$ cat config.mk
export PLATFORM = sky130hd
export DESIGN_NAME = command_packet_stream_watch_flat
export DESIGN_NICKNAME = d
export VERILOG_FILES = /design/src/rtl/cpsw_pkg.sv /design/src/rtl/cpsw_req_if.sv /design/src/rtl/cpsw_rsp_if.sv /design/src/rtl/cpsw_parser.sv /design/src/rtl/command_packet_stream_watch.sv /design/src/flat_wrapper.sv
export SDC_FILE = /design/constraint.sdc
export NUM_CORES = 1
export LEC_CHECK = 0
export BUFFER_PORTS_ARGS = -buffer_cell sky130_fd_sc_hd__buf_2
export CORE_UTILIZATION = 57
export DETAILED_ROUTE_END_ITERATION = 7
export GPL_TIMING_DRIVEN = 0
export HOLD_SLACK_MARGIN = 0.03
export PLACE_DENSITY = 0.8
export SKIP_CTS_REPAIR_TIMING = 1
export SLEW_MARGIN = 20
export SYNTH_ARGS = -nofsm -noshare
export SYNTH_HDL_FRONTEND = slang
export SYNTH_SLANG_ARGS = --single-unit
$ cat constraint.sdc
create_clock -name clock -period 8.2 [get_ports clock]
set_input_delay 0.41 -clock clock [delete_from_list [all_inputs] [get_ports clock]]
set_output_delay 0.41 -clock clock [all_outputs]
set_load 0.02 [all_outputs]
$ cat src/rtl/cpsw_pkg.sv
`timescale 1ns / 1ps

package cpsw_pkg;

   // largest accepted indirect buffer size is one below this
   localparam logic [31:0] INDIRECT_SIZE_LIMIT = 32'd262144;

   localparam logic [1:0]  PKT_TYPE2         = 2'd2;
   localparam logic [1:0]  PKT_TYPE3         = 2'd3;
   localparam logic [6:0]  OPC_INTERRUPT     = 7'h40;
   localparam logic [6:0]  OPC_INDIRECT      = 7'h3F;
   localparam logic [15:0] REG_SCRATCH_FIRST = 16'h0578;
   localparam logic [15:0] REG_SCRATCH_LAST  = 16'h057F;
   localparam logic [15:0] REG_WB_CTRL_LO    = 16'h01DC;
   localparam logic [15:0] REG_WB_CTRL_HI    = 16'h01DD;

   typedef enum logic [2:0] {
      KIND_PAD     = 3'd0,
      KIND_REG_HDR = 3'd1,
      KIND_CMD_HDR = 3'd2,
      KIND_REG_PAY = 3'd3,
      KIND_CMD_PAY = 3'd4
   } word_kind_type;

   typedef struct packed {
      word_kind_type word_kind;
      logic [1:0]    packet_type;
      logic [6:0]    command_opcode;
      logic [15:0]   register_number;
      logic [13:0]   payload_index;
      logic          watch_hit;
      logic          scratch_write;
      logic          writeback_control_write;
      logic          interrupt_header;
      logic          indirect_valid;
      logic [31:0]   indirect_address;
      logic [17:0]   indirect_size;
   } result_type;

endpackage

$ cat src/rtl/cpsw_req_if.sv
`timescale 1ns / 1ps

interface cpsw_req_if;
   logic        valid;
   logic        ready;
   logic [31:0] stream_word;
   logic        buffer_end;

   modport source (output valid, output stream_word, output buffer_end, input ready);
   modport sink   (input valid, input stream_word, input buffer_end, output ready);
endinterface

$ cat src/rtl/cpsw_rsp_if.sv
`timescale 1ns / 1ps

interface cpsw_rsp_if;
   logic        valid;
   logic        ready;
   logic [2:0]  word_kind;
   logic [1:0]  packet_type;
   logic [6:0]  command_opcode;
   logic [15:0] register_number;
   logic [13:0] payload_index;
   logic        watch_hit;
   logic        scratch_write;
   logic        writeback_control_write;
   logic        interrupt_header;
   logic        indirect_valid;
   logic [31:0] indirect_address;
   logic [17:0] indirect_size;

   modport source (
      output valid, output word_kind, output packet_type, output command_opcode,
      output register_number, output payload_index, output watch_hit,
      output scratch_write, output writeback_control_write, output interrupt_header,
      output indirect_valid, output indirect_address, output indirect_size,
      input ready
   );
   modport sink (
      input valid, input word_kind, input packet_type, input command_opcode,
      input register_number, input payload_index, input watch_hit,
      input scratch_write, input writeback_control_write, input interrupt_header,
      input indirect_valid, input indirect_address, input indirect_size,
      output ready
   );
endinterface

$ cat src/rtl/cpsw_parser.sv
`timescale 1ns / 1ps

module cpsw_parser (
   input  logic                 clock,
   input  logic                 reset,
   input  logic                 step,
   input  logic [31:0]          word,
   input  logic                 last,
   input  logic [28:0]          watch_offset,
   output cpsw_pkg::result_type result
);

   logic [14:0] words_left_ff, words_left_in;
   logic [13:0] position_ff, position_in;
   logic [1:0]  type_ff, type_in;
   logic [6:0]  opcode_ff, opcode_in;
   logic [14:0] first_reg_ff, first_reg_in;
   logic        hit_seen_ff, hit_seen_in;
   logic [31:0] held_addr_ff, held_addr_in;

   logic [15:0] reg_num;
   logic        match;

   always_comb begin
      result        = '0;
      words_left_in = words_left_ff;
      position_in   = position_ff;
      type_in       = type_ff;
      opcode_in     = opcode_ff;
      first_reg_in  = first_reg_ff;
      hit_seen_in   = hit_seen_ff;
      held_addr_in  = held_addr_ff;
      match         = (word[28:0] == watch_offset);
      reg_num       = {1'b0, first_reg_ff} + {2'b0, position_ff};

      if (words_left_ff == '0) begin
         result.packet_type = word[31:30];
         if (word != '0 && word[31:30] != cpsw_pkg::PKT_TYPE2) begin
            words_left_in = {1'b0, word[29:16]} + 15'd1;
            position_in   = '0;
            type_in       = word[31:30];
            hit_seen_in   = 1'b0;
            held_addr_in  = '0;
            if (word[31:30] == cpsw_pkg::PKT_TYPE3) begin
               opcode_in               = word[14:8];
               first_reg_in            = '0;
               result.word_kind        = cpsw_pkg::KIND_CMD_HDR;
               result.command_opcode   = word[14:8];
               result.interrupt_header = (word[14:8] == cpsw_pkg::OPC_INTERRUPT);
            end else begin
               first_reg_in     = word[14:0];
               opcode_in        = '0;
               result.word_kind = cpsw_pkg::KIND_REG_HDR;
            end
         end
      end else begin
         result.packet_type   = type_ff;
         result.payload_index = position_ff;
         if (type_ff == cpsw_pkg::PKT_TYPE3) begin
            result.word_kind      = cpsw_pkg::KIND_CMD_PAY;
            result.command_opcode = opcode_ff;
            // only the first match inside a command packet counts
            if (match && !hit_seen_ff) begin
               result.watch_hit = 1'b1;
               hit_seen_in      = 1'b1;
            end
            if (position_ff == 14'd0) begin
               held_addr_in = word;
            end else if (position_ff == 14'd1 && opcode_ff == cpsw_pkg::OPC_INDIRECT) begin
               if (held_addr_ff != '0 && word != '0 &&
                   word < cpsw_pkg::INDIRECT_SIZE_LIMIT) begin
                  result.indirect_valid   = 1'b1;
                  result.indirect_address = held_addr_ff;
                  result.indirect_size    = word[17:0];
               end
            end
         end else begin
            result.word_kind       = cpsw_pkg::KIND_REG_PAY;
            result.register_number = reg_num;
            result.watch_hit       = match;
            result.scratch_write   = reg_num inside
               {[cpsw_pkg::REG_SCRATCH_FIRST:cpsw_pkg::REG_SCRATCH_LAST]};
            result.writeback_control_write = (reg_num == cpsw_pkg::REG_WB_CTRL_LO) ||
                                             (reg_num == cpsw_pkg::REG_WB_CTRL_HI);
         end
         position_in   = position_ff + 14'd1;
         words_left_in = words_left_ff - 15'd1;
      end

      // end of buffer drops whatever packet is open
      if (last) begin
         words_left_in = '0;
         position_in   = '0;
         type_in       = '0;
         opcode_in     = '0;
         first_reg_in  = '0;
         hit_seen_in   = 1'b0;
         held_addr_in  = '0;
      end
   end

   always_ff @(posedge clock) begin
      if (reset) begin
         words_left_ff <= '0;
         position_ff   <= '0;
         type_ff       <= '0;
         opcode_ff     <= '0;
         first_reg_ff  <= '0;
         hit_seen_ff   <= 1'b0;
         held_addr_ff  <= '0;
      end else if (step) begin
         words_left_ff <= words_left_in;
         position_ff   <= position_in;
         type_ff       <= type_in;
         opcode_ff     <= opcode_in;
         first_reg_ff  <= first_reg_in;
         hit_seen_ff   <= hit_seen_in;
         held_addr_ff  <= held_addr_in;
      end
   end

   a_last_clears: assert property (@(posedge clock) disable iff (reset)
      step && last |=> words_left_ff == '0 && position_ff == '0)
      else $error("packet state not cleared after buffer end");

   a_indirect_pos: assert property (@(posedge clock) disable iff (reset)
      result.indirect_valid |-> result.word_kind == cpsw_pkg::KIND_CMD_PAY &&
                                result.payload_index == 14'd1)
      else $error("indirect reference outside second command payload word");

   a_reg_flags: assert property (@(posedge clock) disable iff (reset)
      (result.scratch_write || result.writeback_control_write) |->
         result.word_kind == cpsw_pkg::KIND_REG_PAY &&
         !(result.scratch_write && result.writeback_control_write))
      else $error("register flags on wrong word");

   a_cmd_hit_once: assert property (@(posedge clock) disable iff (reset)
      step && hit_seen_ff && words_left_ff != '0 && type_ff == cpsw_pkg::PKT_TYPE3
         |-> !result.watch_hit)
      else $error("second watch hit in one command packet");

endmodule

$ cat src/rtl/command_packet_stream_watch.sv
`timescale 1ns / 1ps
// Channel  Dir  Payload                                        Transfer
// req_ch   in   stream_word[31:0], buffer_end                  valid & ready
// rsp_ch   out  word_kind .. indirect_size (one per request)   valid & ready
// csr      in   csr_write_data[28:0] = watch offset            csr_write_enable
//
// One word per cycle sustained while responses are accepted; the input register loads at the
// request transfer and the result register, which drives response valid, when the word advances.
// The decode and the packet state update sit between those two registers.
// Reset is synchronous and clears packet state, the watch offset and both valids.
// A stalled response holds its register; requests keep flowing until both stages fill.

module command_packet_stream_watch (
   input  logic              clock,
   input  logic              reset,
   cpsw_req_if.sink          req_ch,
   cpsw_rsp_if.source        rsp_ch,
   input  logic              csr_write_enable,
   input  logic [28:0]       csr_write_data
);

   logic                 in_valid_ff;
   logic [31:0]          in_word_ff;
   logic                 in_last_ff;
   logic                 out_valid_ff;
   cpsw_pkg::result_type out_ff;
   cpsw_pkg::result_type result;
   logic [28:0]          watch_offset_ff;
   logic                 advance;

   assign advance      = in_valid_ff && (!out_valid_ff || rsp_ch.ready);
   assign req_ch.ready = !in_valid_ff || advance;

   always_ff @(posedge clock) begin
      if (reset) begin
         watch_offset_ff <= '0;
      end else if (csr_write_enable) begin
         watch_offset_ff <= csr_write_data;
      end
   end

   always_ff @(posedge clock) begin
      if (reset) begin
         in_valid_ff <= 1'b0;
      end else if (req_ch.ready) begin
         in_valid_ff <= req_ch.valid;
      end
   end

   always_ff @(posedge clock) begin
      if (req_ch.ready && req_ch.valid) begin
         in_word_ff <= req_ch.stream_word;
         in_last_ff <= req_ch.buffer_end;
      end
   end

   cpsw_parser u_parser (
      .clock        (clock),
      .reset        (reset),
      .step         (advance),
      .word         (in_word_ff),
      .last         (in_last_ff),
      .watch_offset (watch_offset_ff),
      .result       (result)
   );

   always_ff @(posedge clock) begin
      if (reset) begin
         out_valid_ff <= 1'b0;
      end else if (advance) begin
         out_valid_ff <= 1'b1;
      end else if (rsp_ch.ready) begin
         out_valid_ff <= 1'b0;
      end
   end

   always_ff @(posedge clock) begin
      if (advance) begin
         out_ff <= result;
      end
   end

   assign rsp_ch.valid                   = out_valid_ff;
   assign rsp_ch.word_kind               = out_ff.word_kind;
   assign rsp_ch.packet_type             = out_ff.packet_type;
   assign rsp_ch.command_opcode          = out_ff.command_opcode;
   assign rsp_ch.register_number         = out_ff.register_number;
   assign rsp_ch.payload_index           = out_ff.payload_index;
   assign rsp_ch.watch_hit               = out_ff.watch_hit;
   assign rsp_ch.scratch_write           = out_ff.scratch_write;
   assign rsp_ch.writeback_control_write = out_ff.writeback_control_write;
   assign rsp_ch.interrupt_header        = out_ff.interrupt_header;
   assign rsp_ch.indirect_valid          = out_ff.indirect_valid;
   assign rsp_ch.indirect_address        = out_ff.indirect_address;
   assign rsp_ch.indirect_size           = out_ff.indirect_size;

   a_stall_holds: assert property (@(posedge clock) disable iff (reset)
      out_valid_ff && !rsp_ch.ready |=> out_valid_ff && $stable(out_ff))
      else $error("response changed while stalled");

   a_no_overrun: assert property (@(posedge clock) disable iff (reset)
      in_valid_ff && !advance |=> in_valid_ff && $stable(in_word_ff))
      else $error("input register overwritten");

   a_advance_fills: assert property (@(posedge clock) disable iff (reset)
      advance |=> out_valid_ff)
      else $error("result lost after decode");

endmodule

$ cat src/flat_wrapper.sv
// flat-port wrapper written by rule: the top's interface ports become plain ports
module command_packet_stream_watch_flat 
  (clock, reset, csr_write_enable, csr_write_data, req_ch_valid, req_ch_stream_word, req_ch_buffer_end, req_ch_ready, rsp_ch_valid, rsp_ch_word_kind, rsp_ch_packet_type, rsp_ch_command_opcode, rsp_ch_register_number, rsp_ch_payload_index, rsp_ch_watch_hit, rsp_ch_scratch_write, rsp_ch_writeback_control_write, rsp_ch_interrupt_header, rsp_ch_indirect_valid, rsp_ch_indirect_address, rsp_ch_indirect_size, rsp_ch_ready);
  cpsw_req_if req_ch_i ();
  cpsw_rsp_if rsp_ch_i ();
  input  logic clock;
  input  logic reset;
  input  logic csr_write_enable;
  input  logic [28:0] csr_write_data;
  input wire logic [$bits(req_ch_i.valid)-1:0] req_ch_valid;
  input wire logic [$bits(req_ch_i.stream_word)-1:0] req_ch_stream_word;
  input wire logic [$bits(req_ch_i.buffer_end)-1:0] req_ch_buffer_end;
  output wire logic [$bits(req_ch_i.ready)-1:0] req_ch_ready;
  output wire logic [$bits(rsp_ch_i.valid)-1:0] rsp_ch_valid;
  output wire logic [$bits(rsp_ch_i.word_kind)-1:0] rsp_ch_word_kind;
  output wire logic [$bits(rsp_ch_i.packet_type)-1:0] rsp_ch_packet_type;
  output wire logic [$bits(rsp_ch_i.command_opcode)-1:0] rsp_ch_command_opcode;
  output wire logic [$bits(rsp_ch_i.register_number)-1:0] rsp_ch_register_number;
  output wire logic [$bits(rsp_ch_i.payload_index)-1:0] rsp_ch_payload_index;
  output wire logic [$bits(rsp_ch_i.watch_hit)-1:0] rsp_ch_watch_hit;
  output wire logic [$bits(rsp_ch_i.scratch_write)-1:0] rsp_ch_scratch_write;
  output wire logic [$bits(rsp_ch_i.writeback_control_write)-1:0] rsp_ch_writeback_control_write;
  output wire logic [$bits(rsp_ch_i.interrupt_header)-1:0] rsp_ch_interrupt_header;
  output wire logic [$bits(rsp_ch_i.indirect_valid)-1:0] rsp_ch_indirect_valid;
  output wire logic [$bits(rsp_ch_i.indirect_address)-1:0] rsp_ch_indirect_address;
  output wire logic [$bits(rsp_ch_i.indirect_size)-1:0] rsp_ch_indirect_size;
  input wire logic [$bits(rsp_ch_i.ready)-1:0] rsp_ch_ready;
  assign req_ch_i.valid = req_ch_valid;
  assign req_ch_i.stream_word = req_ch_stream_word;
  assign req_ch_i.buffer_end = req_ch_buffer_end;
  assign req_ch_ready = req_ch_i.ready;
  assign rsp_ch_valid = rsp_ch_i.valid;
  assign rsp_ch_word_kind = rsp_ch_i.word_kind;
  assign rsp_ch_packet_type = rsp_ch_i.packet_type;
  assign rsp_ch_command_opcode = rsp_ch_i.command_opcode;
  assign rsp_ch_register_number = rsp_ch_i.register_number;
  assign rsp_ch_payload_index = rsp_ch_i.payload_index;
  assign rsp_ch_watch_hit = rsp_ch_i.watch_hit;
  assign rsp_ch_scratch_write = rsp_ch_i.scratch_write;
  assign rsp_ch_writeback_control_write = rsp_ch_i.writeback_control_write;
  assign rsp_ch_interrupt_header = rsp_ch_i.interrupt_header;
  assign rsp_ch_indirect_valid = rsp_ch_i.indirect_valid;
  assign rsp_ch_indirect_address = rsp_ch_i.indirect_address;
  assign rsp_ch_indirect_size = rsp_ch_i.indirect_size;
  assign rsp_ch_i.ready = rsp_ch_ready;
  command_packet_stream_watch u_core (.clock(clock), .reset(reset), .req_ch(req_ch_i), .rsp_ch(rsp_ch_i), .csr_write_enable(csr_write_enable), .csr_write_data(csr_write_data));
endmodule
==> results of run 1 <==
## registers in the layout, indices dropped and copies added, names as in the netlist, 2 cells and up
name and count:
u_core.in_word_ff 32, u_core.rsp_ch.register_number 16, u_core.u_parser.position_ff 14, u_core.rsp_ch.indirect_size 18, u_core.watch_offset_ff 29, u_core.u_parser.type_ff 2
u_core.u_parser.held_addr_ff 32, u_core.rsp_ch.word_kind 3, u_core.u_parser.first_reg_ff 15, u_core.rsp_ch.indirect_address 32, u_core.u_parser.words_left_ff 15, u_core.u_parser.opcode_ff 7
u_core.rsp_ch.packet_type 2, u_core.rsp_ch.payload_index 14, u_core.rsp_ch.command_opcode 7
## layout make-up
class,count,area [sq um]
Tap cell,260,325
Clock inverter,14,184
Multi-Input combinational cell,725,4450
Antenna cell,1,2.50
Sequential cell,247,6250
Timing Repair Buffer,167,903
Buffer,61,283
Inverter,18,67.6
Clock buffer,32,662
Fill cell,1404,5710
## report_power, final
group	total, mW	leakage (nW)	internal (mW)	switching (mW)
registers	1.41	2.15	1.36	0.0432
clock network	1.16	0.396	0.676	0.487
logic	0.463	2.43	0.151	0.312
## cells by family after synthesis
logic type                 Yosys count  synth area share
DFF                                247             0.566
AOI/OAI and AO/OA                  156            0.0839
and+or+nand+nor                    452             0.214
buffers and inverters               79            0.0318
muxes                               33            0.0299
xor gates and xnor gates            63            0.0500
adders and majority gates           21            0.0245
## stage by stage
step | hold slack (ns) | util | power, mW | TNS, ns | instance area [sq um]
after floorplan | 0.432 | - | 1.73 | 0 | 11000
after global placement | 0.439 | 0.646 | 1.87 | -23.53 | 12200
after detailed placement | 0.447 | 0.652 | 1.88 | 0 | 12300
after CTS | 0.0263 | 0.697 | 3.04 | 0 | 13100
after global routing | 0.0310 | 0.697 | 3.13 | 0 | 13100
final | 0.0329 | 0.697 | 3.03 | 0 | 13100
## cell usage in the layout (no fill, tap or decap), types with 8 or more instances in the layout
cell type,count
xor2_1,25
nor4_1,27
edfxtp_1,130
nand3_1,73
and2_1,61
clkbuf_1,48
buf_2,173
nand2b_1,34
a21oi_1,92
dfxtp_1,117
xnor2_1,38
inv_1,18
o21ai_0,23
nand4_1,19
mux2i_1,33
ha_1,20
nor2_1,101
nand2_1,72
nor2b_1,8
nor3_1,16
clkbuf_16,25
## metal layers
layer | vias to the layer above | share of wire | global-route usage
met2 | 425 | 0.47 | 0.461
met5 | - | 0 | 0
met1 | 4159 | 0.41 | 0.372
met3 | 67 | 0.088 | 0.0523
li1 | 4128 | - | -
met4 | 0 | 0.028 | 0.102
## worst max-delay path by stage
stage	to	slack [ns]
detailed placement	u_core.rsp_ch.indirect_address[30]	4.94
CTS	u_core.rsp_ch.indirect_address[30]	4.91
global route	u_core.rsp_ch.indirect_address[30]	4.67
global placement	u_core.u_parser.words_left_ff[10]	-0.60
floorplan	u_core.u_parser.position_ff[5]	1.44
finish	u_core.rsp_ch.indirect_address[30]	4.86
## worst max-delay path: stages, from the launching register on
cell	delay, ns
dfxtp_1	0.38
inv_1	0.09
ha_1	0.27
nor4b_2	0.21
nand2_1	0.23
nor3_4	0.12
nor2_2	0.34
nand2_1	0.20
nor4_2	0.76
clkbuf_1	0.41
and2_1	0.22
==> flow_summary.ini, run 1 <==
[cells_and_area]
drive_gt1_frac = 0.193
fin_nets = 1333
syn_to_final_growth_pct = 19.0
instances_no_fill = 1525

[pwr]
p_per_area_nw_per_um2 = 231
vdd_drop_max_mv = 0.183
leakagePower_nw = 4.97

[synthesis]
synthTopCellsByArea = edfxtp_1 (35%), dfxtp_1 (21%), a21oi_1 (4.2%)
ys_seq_area_frac = 0.566
netlist_area_sq_um = 11000
synth_edf_count = 130
synth.most_common_cell = edfxtp_1
yosysWarningCount = 0
syn_avg_cell_area_sq_um = 10.5
ys.flop_type = edfxtp_1
netlist_instances = 1051
ys_types = 67
synth-async-reset-ratio = 0
synth.top_cell.area_share = 0.354
synth-seq-cells = 247
synth_top_cell_by_area = edfxtp_1
syn_nets = 1139
synthTopCellsByCount = edfxtp_1 (130), dfxtp_1 (117), nor2_1 (101), a21oi_1 (92), nand3_1 (73)

[floorplanning]
ioPinCount = 166
die_w_um = 141
core_area_sq_um = 18800
start_util = 0.586
dieArea_sq_um = 19900
die_h_um = 141
rows = 50

[clock_network]
clock_latency_ns = 0.55
numCtsBuffers = 25
htreeDepth = 1
cts.clk_slew.worst_paths_ns = 0.07
cts_sinks = 247
clockRootBuffer = clkbuf_16
clock_path_buffers = 3
cts_tree = built

[timing]
setup_violations = 0
finalHoldViolations = 0
max-slew-margin-rel = 0.335
period_needed_ns = 3.34
clock.fmax_mhz = 299
fin_crit_sh = 0.408
finalClockSkew_ns = 0.0317
tightest_slew_ns = 0.986
slew_violations = 0
grt_setup_unrepaired = no
fin_ws_ns = 4.86

[critical_path]
cp-end-kind = flop
ff2ff_path_depth = 10
rr_startpoint = u_core.u_parser.words_left_ff[0]
cp.arrival_ns = 3.74
setup.worst_path.start = u_core.u_parser.words_left_ff[0]
r2r-end = u_core.rsp_ch.indirect_address[30]
critical_path.max_fanout = 10
critical_path_class = flop to flop
required_ns = 8.60
regToRegSetupSlack_ns = 4.86
cp-start-kind = flop

[global_routing]
grt_pass1_vias = 8280
antenna_found_initial = 0
gr-total-overflow = 0
grt_usage = 0.281
grt_max_degree = 31
grt_first_pass_wirelength_mm = 43.3

[route]
wl_per_cell_um = 18.5
vias = 8779
detail_route.iter0.violations = 719
viasPerCell = 5.76
drc = 0
first_pass_iters = 5
wl_mm = 28.2
ant_nets = 0

[hold_path]
min_path_type = input port to flop
min_from = req_ch_stream_word[27]
holdPathStages = 1
worst_hold_path.endpoint = u_core.in_word_ff[27]

[place]
dpl.hpwl_mm = 20.2
io_buffers = 163
gp_congestion = 0.896
place_inst = 1478
place_ws_ns = 4.94

[run]
maxCapViolCount = 0

[run_status]
outcome = finished clean
(Power assumes the default switching activity.)
==> inputs of run 2 (changes only) <==
==> constraint.sdc (replaced) <==
create_clock -name clock -period 3.3 [get_ports clock]
set_input_delay 0.165 -clock clock [delete_from_list [all_inputs] [get_ports clock]]
set_output_delay 0.165 -clock clock [all_outputs]
set_load 0.02 [all_outputs]
==> run 2 against run 1 <==
Critical path depth decreased by 1. Die area stayed put. Clock skew fell by 0.0083 ns. Clock-buffer cell count is 2 lower. Wire length up 7.5%.
==> flow_summary.ini, run 2 (synthesis gave the netlist of run 1 again) <==
[clock_network]
clock_latency_ns = 0.53
numCtsBuffers = 24
clock_path_buffers = 3
htreeDepth = 1
clockRootBuffer = clkbuf_16
cts.clk_slew.worst_paths_ns = 0.07
cts_tree = built
cts_sinks = 247

[hold_path]
min_path_type = input port to flop
worst_hold_path.endpoint = u_core.u_parser.position_ff[13]
holdPathStages = 3
min_from = reset

[pwr]
leakagePower_nw = 5.23
comb_power_share = 0.164
sw_frac_of_total = 0.274
p_int_mw = 5.39
pwr-share-clk = 0.365
p_switching_mw = 2.04
p_per_area_nw_per_um2 = 541
p_total_mw = 7.43
seqPwrFrac = 0.471
vdd_drop_max_mv = 0.538

[global_routing]
grt_pass1_vias = 8194
gr-total-overflow = 0
antenna_found_initial = 1
grt_max_degree = 32
grt_first_pass_wirelength_mm = 43.3
grt_usage = 0.283

[place]
dpl.hpwl_mm = 20.3
io_buffers = 163
gp_congestion = 0.908
placed_cell_area_sq_um = 12300

[route]
wl_mm = 30.3
viasPerCell = 5.71
first_pass_iters = 6
wl_per_cell_um = 19.1
ant_nets = 0
detail_route.iter0.violations = 802
vias = 9065
drc = 0

[critical_path]
ff2ff_path_depth = 9
critical_path.max_fanout = 10
r2r-end = u_core.u_parser.words_left_ff[10]
critical_path_class = flop to flop
required_ns = 3.67
cp-start-kind = flop
rr_startpoint = u_core.in_word_ff[30]
cp.arrival_ns = 3.52
cp-end-kind = flop
regToRegSetupSlack_ns = 0.15

[cells_and_area]
multi_input_area_sq_um = 4470
n_fill_cell = 1332
drive_gt1_frac = 0.179
layout_common_cells = buf_2 (173), edfxtp_1 (130), dfxtp_1 (116), nor2_1 (101), a21oi_1 (92)
stdcell_area_sq_um = 13700
seqCellArea_sq_um = 6250
final_common_cell = buf_2
syn_to_final_growth_pct = 24.4
fin_nets = 1396

[run_status]
outcome = finished clean

[floorplanning]
start_util = 0.586
rows = 50
die_w_um = 141
ioPinCount = 166
dieArea_sq_um = 19900
die_h_um = 141
core_area_sq_um = 18800

[timing]
finalClockSkew_ns = 0.0234
slew_violations = 0
period_needed_ns = 3.15
max-slew-margin-rel = 0.348
setup_violations = 0
grt_setup_unrepaired = yes
tightest_slew_ns = 0.968
finalHoldViolations = 0
clock.fmax_mhz = 318
fin_crit_sh = 0.953

[run]
maxCapViolCount = 0
## run 2: critical path, stage by stage (launching register included)
cell	delay [ns]
edfxtp_1	0.37
clkbuf_1	0.27
nor4_1	0.34
nand4_1	0.28
nor4_2	0.76
a21o_2	0.33
buf_6	0.18
nor2_1	0.16
o2111ai_1	0.19
a21oi_1	0.09
## run 2: area by class of cell
class                   count  area share
inverters                  18     0.00492
well taps                 260      0.0237
clock inverters            14      0.0108
flip-flops and latches    247       0.455
plain buffers              61      0.0209
clock buffers              30      0.0454
repair buffers            231       0.113
diodes                      1    0.000182
multi-input cells         725       0.326
## run 2: stage by stage
step                hold slack (ns)  worst slack (ns)  utilization  std cells  setup TNS [ns]
detailed placement            0.343             0.119        0.653       1478               0
CTS                          -0.202            0.0898        0.694       1522               0
global placement              0.343            -0.885        0.648       1474          -56.71
finish                        0.110             0.154        0.729       1587               0
floorplan                     0.264            0.0138            -       1051               0
global route                  0.119          -0.00605        0.729       1586        -0.00605
## run 2: worst max-delay path by stage
stage / end / depth (start not counted) / slack (ns) / from
CTS: u_core.rsp_ch.indirect_size[8] / 10 / 0.09 / u_core.u_parser.words_left_ff[0]
finish: u_core.u_parser.words_left_ff[10] / 9 / 0.15 / u_core.in_word_ff[30]
floorplan: u_core.u_parser.position_ff[7] / 7 / 0.01 / u_core.rsp_ch.valid
global route: u_core.rsp_ch.indirect_address[11] / 10 / -0.006 / u_core.u_parser.words_left_ff[0]
detailed placement: u_core.rsp_ch.indirect_size[8] / 10 / 0.12 / u_core.u_parser.words_left_ff[0]
global placement: u_core.u_parser.words_left_ff[10] / 8 / -0.89 / u_core.rsp_ch.valid
## run 2: power by group through the flow
stage | Sequential (mW) | Combinational [mW] | Clock, mW
3_5_place_dp | 3.56 | 1.12 | 0
3_3_place_gp | 3.56 | 1.09 | 0
4_1_cts | 3.50 | 1.13 | 2.74
5_1_grt | 3.51 | 1.30 | 2.87
6_report | 3.50 | 1.22 | 2.71
2_1_floorplan | 3.62 | 0.670 | 0
## run 2: metal layers
layer / share of wire / up-vias / global-route usage
met4: 0.025 / 0 / 0.0978
met3: 0.083 / 63 / 0.0435
met1: 0.40 / 4296 / 0.393
met2: 0.49 / 453 / 0.453
li1: - / 4253 / -
met5: 0 / - / 0
==> inputs of run 3 (changes only) <==
--- a/config.mk
+++ b/config.mk
@@ -5,12 +5,16 @@
 export SDC_FILE = /design/constraint.sdc
 export NUM_CORES = 1
 export LEC_CHECK = 0
+export ABC_AREA = 1
 export BUFFER_PORTS_ARGS = -buffer_cell sky130_fd_sc_hd__buf_2
-export CORE_UTILIZATION = 57
+export CELL_PAD_IN_SITES_DETAIL_PLACEMENT = 1
+export CELL_PAD_IN_SITES_GLOBAL_PLACEMENT = 1
+export CORE_UTILIZATION = 44
+export CTS_BUF_LIST = sky130_fd_sc_hd__clkbuf_8
 export DETAILED_ROUTE_END_ITERATION = 7
 export GPL_TIMING_DRIVEN = 0
 export HOLD_SLACK_MARGIN = 0.03
-export PLACE_DENSITY = 0.8
+export PLACE_DENSITY_LB_ADDON = 0.1
 export SKIP_CTS_REPAIR_TIMING = 1
 export SLEW_MARGIN = 20
 export SYNTH_ARGS = -nofsm -noshare
==> run 3 against run 2 <==
Cell area is 9.3% higher. Final cell count is 40% higher. Largest cell class unchanged. Clock-buffer cell count rose by 19. Wire length is 46% higher. Clock skew fell by 0.0013 ns. Power increased by 3.2%. Flip-flop and latch count did not move.
==> flow_summary.ini, run 3 <==
[critical_path]
regToRegSetupSlack_ns = 0.43
path_cells = inv_1, ha_1, nand2_1, nor2_1, nand2_2, nor2_1, nor2_1, nand4_1, buf_2, nor2_1
critical_path_class = flop to flop
worst_path_max_delay_cell = edfxtp_1
cp-start-kind = flop
critical_path.max_fanout = 10
r2r-end = u_core.rsp_ch.indirect_size[13]
required_ns = 3.58
ff2ff_path_depth = 10
cp-endpoint = u_core.rsp_ch.indirect_size[13]
cp.arrival_ns = 3.15
critPathMostFrequentCell = nor2_1
cp-end-kind = flop
slowest_delay_ns = 0.51
setup.worst_path.start = u_core.in_word_ff[16]
rr_startpoint = u_core.in_word_ff[16]

[synthesis]
synth-xor-area-share = 0.0302
yosysWarningCount = 0
synth-seq-cells = 247
synth.area.mux_share = 0
synth_top_family_by_area = simple AND/OR/NAND/NOR gates
synth_fa_ha_area_frac = 0.0222
ys_types = 40
ys.flop_type = edfxtp_1
synth_compound_area_frac = 0.0596
netlist_instances = 1536
syn_avg_cell_area_sq_um = 7.94
synthTopCellsByArea = edfxtp_1 (32%), dfxtp_1 (19%), nand2_1 (11%)
synth.most_common_cell = nand2_1
synthTopCellsByCount = nand2_1 (344), nor2_1 (331), inv_1 (144), edfxtp_1 (130), dfxtp_1 (117)
netlist_area_sq_um = 12200
synth_top_cell_by_area = edfxtp_1
synth_edf_count = 130
synthSimpleGateAreaFrac = 0.300
syn_nets = 1624
synth.top_cell.area_share = 0.320
synth-async-reset-ratio = 0
ys_seq_area_frac = 0.512

[timing]
tightest_slew_ns = 0.776
setup_violations = 0
grt_setup_unrepaired = no
setup_tns_ns = 0
finalClockSkew_ns = 0.0221
finalHoldViolations = 0
slew_violations = 0
clock.fmax_mhz = 348
fin_crit_sh = 0.870
max-slew-margin-rel = 0.483
period_needed_ns = 2.87

[place]
dpl.hpwl_mm = 31.6
io_buffers = 163
gp_congestion = 0.916

[clock_network]
clock_latency_ns = 0.57
cts_sinks = 247
htreeDepth = 2
cts_tree = built
numCtsBuffers = 43
clockRootBuffer = clkbuf_8
cts.clk_slew.worst_paths_ns = 0.07
clock_path_buffers = 3

[pwr]
p_per_area_nw_per_um2 = 511
vdd_drop_max_mv = 0.315
leakagePower_nw = 6.49

[route]
detail_route.iter0.violations = 794
wl_mm = 44.2
viasPerCell = 5.25
ant_nets = 0
drc = 0
first_pass_iters = 5
wl_per_cell_um = 20.0
vias = 11600

[global_routing]
grt_first_pass_wirelength_mm = 63.1
grt_usage = 0.291
gr-total-overflow = 0
grt_pass1_vias = 11500
grt_max_degree = 78
antenna_found_initial = 0

[cells_and_area]
fin_util = 0.554
layout_common_cells = nand2_1 (344), nor2_1 (331), buf_2 (189), inv_1 (160), edfxtp_1 (130)
syn_to_final_growth_pct = 23.0
num_antenna_cells = 0
seqCellArea_sq_um = 6250
fin_nets = 1899
multi_input_area_sq_um = 5020
n_fill_cell = 3390
drive_gt1_frac = 0.162
final_common_cell = nand2_1

[floorplanning]
die_h_um = 168
rows = 60
dieArea_sq_um = 28400
core_area_sq_um = 27100
ioPinCount = 166
start_util = 0.450
die_w_um = 168

[run]
maxCapViolCount = 0

[hold_path]
min_path_type = input port to flop

[run_status]
outcome = finished clean
==> run 3: cell types whose count changed after synthesis, moves of 18 or more <==
cell | previous run | this run
nand2b_1 | 34 | 0
o21ai_0 | 23 | 56
and2_1 | 62 | 0
mux2i_1 | 33 | 0
inv_1 | 18 | 144
nor4_1 | 28 | 6
nand3_1 | 73 | 111
nor2_1 | 101 | 331
xnor2_1 | 38 | 20
nand2_1 | 72 | 344
==> run 3: worst min-delay path by stage <==
stage / end / slack, ns / start / depth (start not counted)
global placement: u_core.in_word_ff[22] / 0.34 / req_ch_stream_word[22] / 1
finish: u_core.watch_offset_ff[5] / 0.15 / csr_write_enable / 3
detailed placement: u_core.in_word_ff[15] / 0.34 / req_ch_stream_word[15] / 1
global route: u_core.watch_offset_ff[1] / 0.17 / csr_write_enable / 3
floorplan: u_core.in_last_ff / 0.26 / req_ch_buffer_end / 0
CTS: u_core.in_word_ff[18] / -0.25 / req_ch_stream_word[18] / 1
==> run 3: routing by layer <==
layer | share of wire | up-vias | wire length, um | global-route usage
met1 | 0.43 | 5720 | 19100 | 0.382
met5 | 0 | - | 0 | 0
met2 | 0.49 | 339 | 21900 | 0.489
met4 | 0.028 | 0 | 1220 | 0.109
li1 | - | 5504 | - | -
met3 | 0.045 | 73 | 2000 | 0.0423
==> run 3: final cells by class <==
cell class | instances | share of cell area
Inverter | 151 | 0.0381
Sequential cell | 247 | 0.416
Buffer | 66 | 0.0242
Tap cell | 372 | 0.0310
Clock buffer | 49 | 0.0450
Multi-Input combinational cell | 1072 | 0.335
Clock inverter | 28 | 0.00959
Timing Repair Buffer | 230 | 0.101
==> run 3: report_power, final <==
group | switching, mW | total, mW | internal, mW
registers | 0.112 | 3.53 | 3.41
clock network | 1.32 | 2.76 | 1.44
logic | 0.947 | 1.38 | 0.432
==> run 3: cells by family (layout without fill, tap and decap cells) <==
logic type | after synthesis | after routing
AND/OR/NAND/NOR | 870 | 870
flip-flops | 247 | 247
buffers and inverters | 217 | 524
AO/OA/AOI/OAI | 139 | 139
XOR/XNOR | 42 | 42
adder cells (fa/ha/maj) | 21 | 21
==> run 3: worst max-delay path: cells and delay by family, from the launching register on <==
family / cells / cell delay, ns
adders and majority gates: 1 / 0.26
buffers and inverters: 2 / 0.79
and+or+nand+nor: 7 / 1.03
DFF: 1 / 0.51
==> run 3: metrics by stage <==
stage	total power [mW]	hold slack [ns]	setup WS (ns)	cell area, sq um	std cells
2_1_floorplan	4.39	0.264	0.723	12200	1536
5_1_grt	7.96	0.167	0.388	15000	2215
3_5_place_dp	4.87	0.343	0.496	13500	2073
3_3_place_gp	4.82	0.343	-0.0203	13500	2071
4_1_cts	7.60	-0.250	0.468	14400	2150
6_report	7.66	0.148	0.428	15000	2215
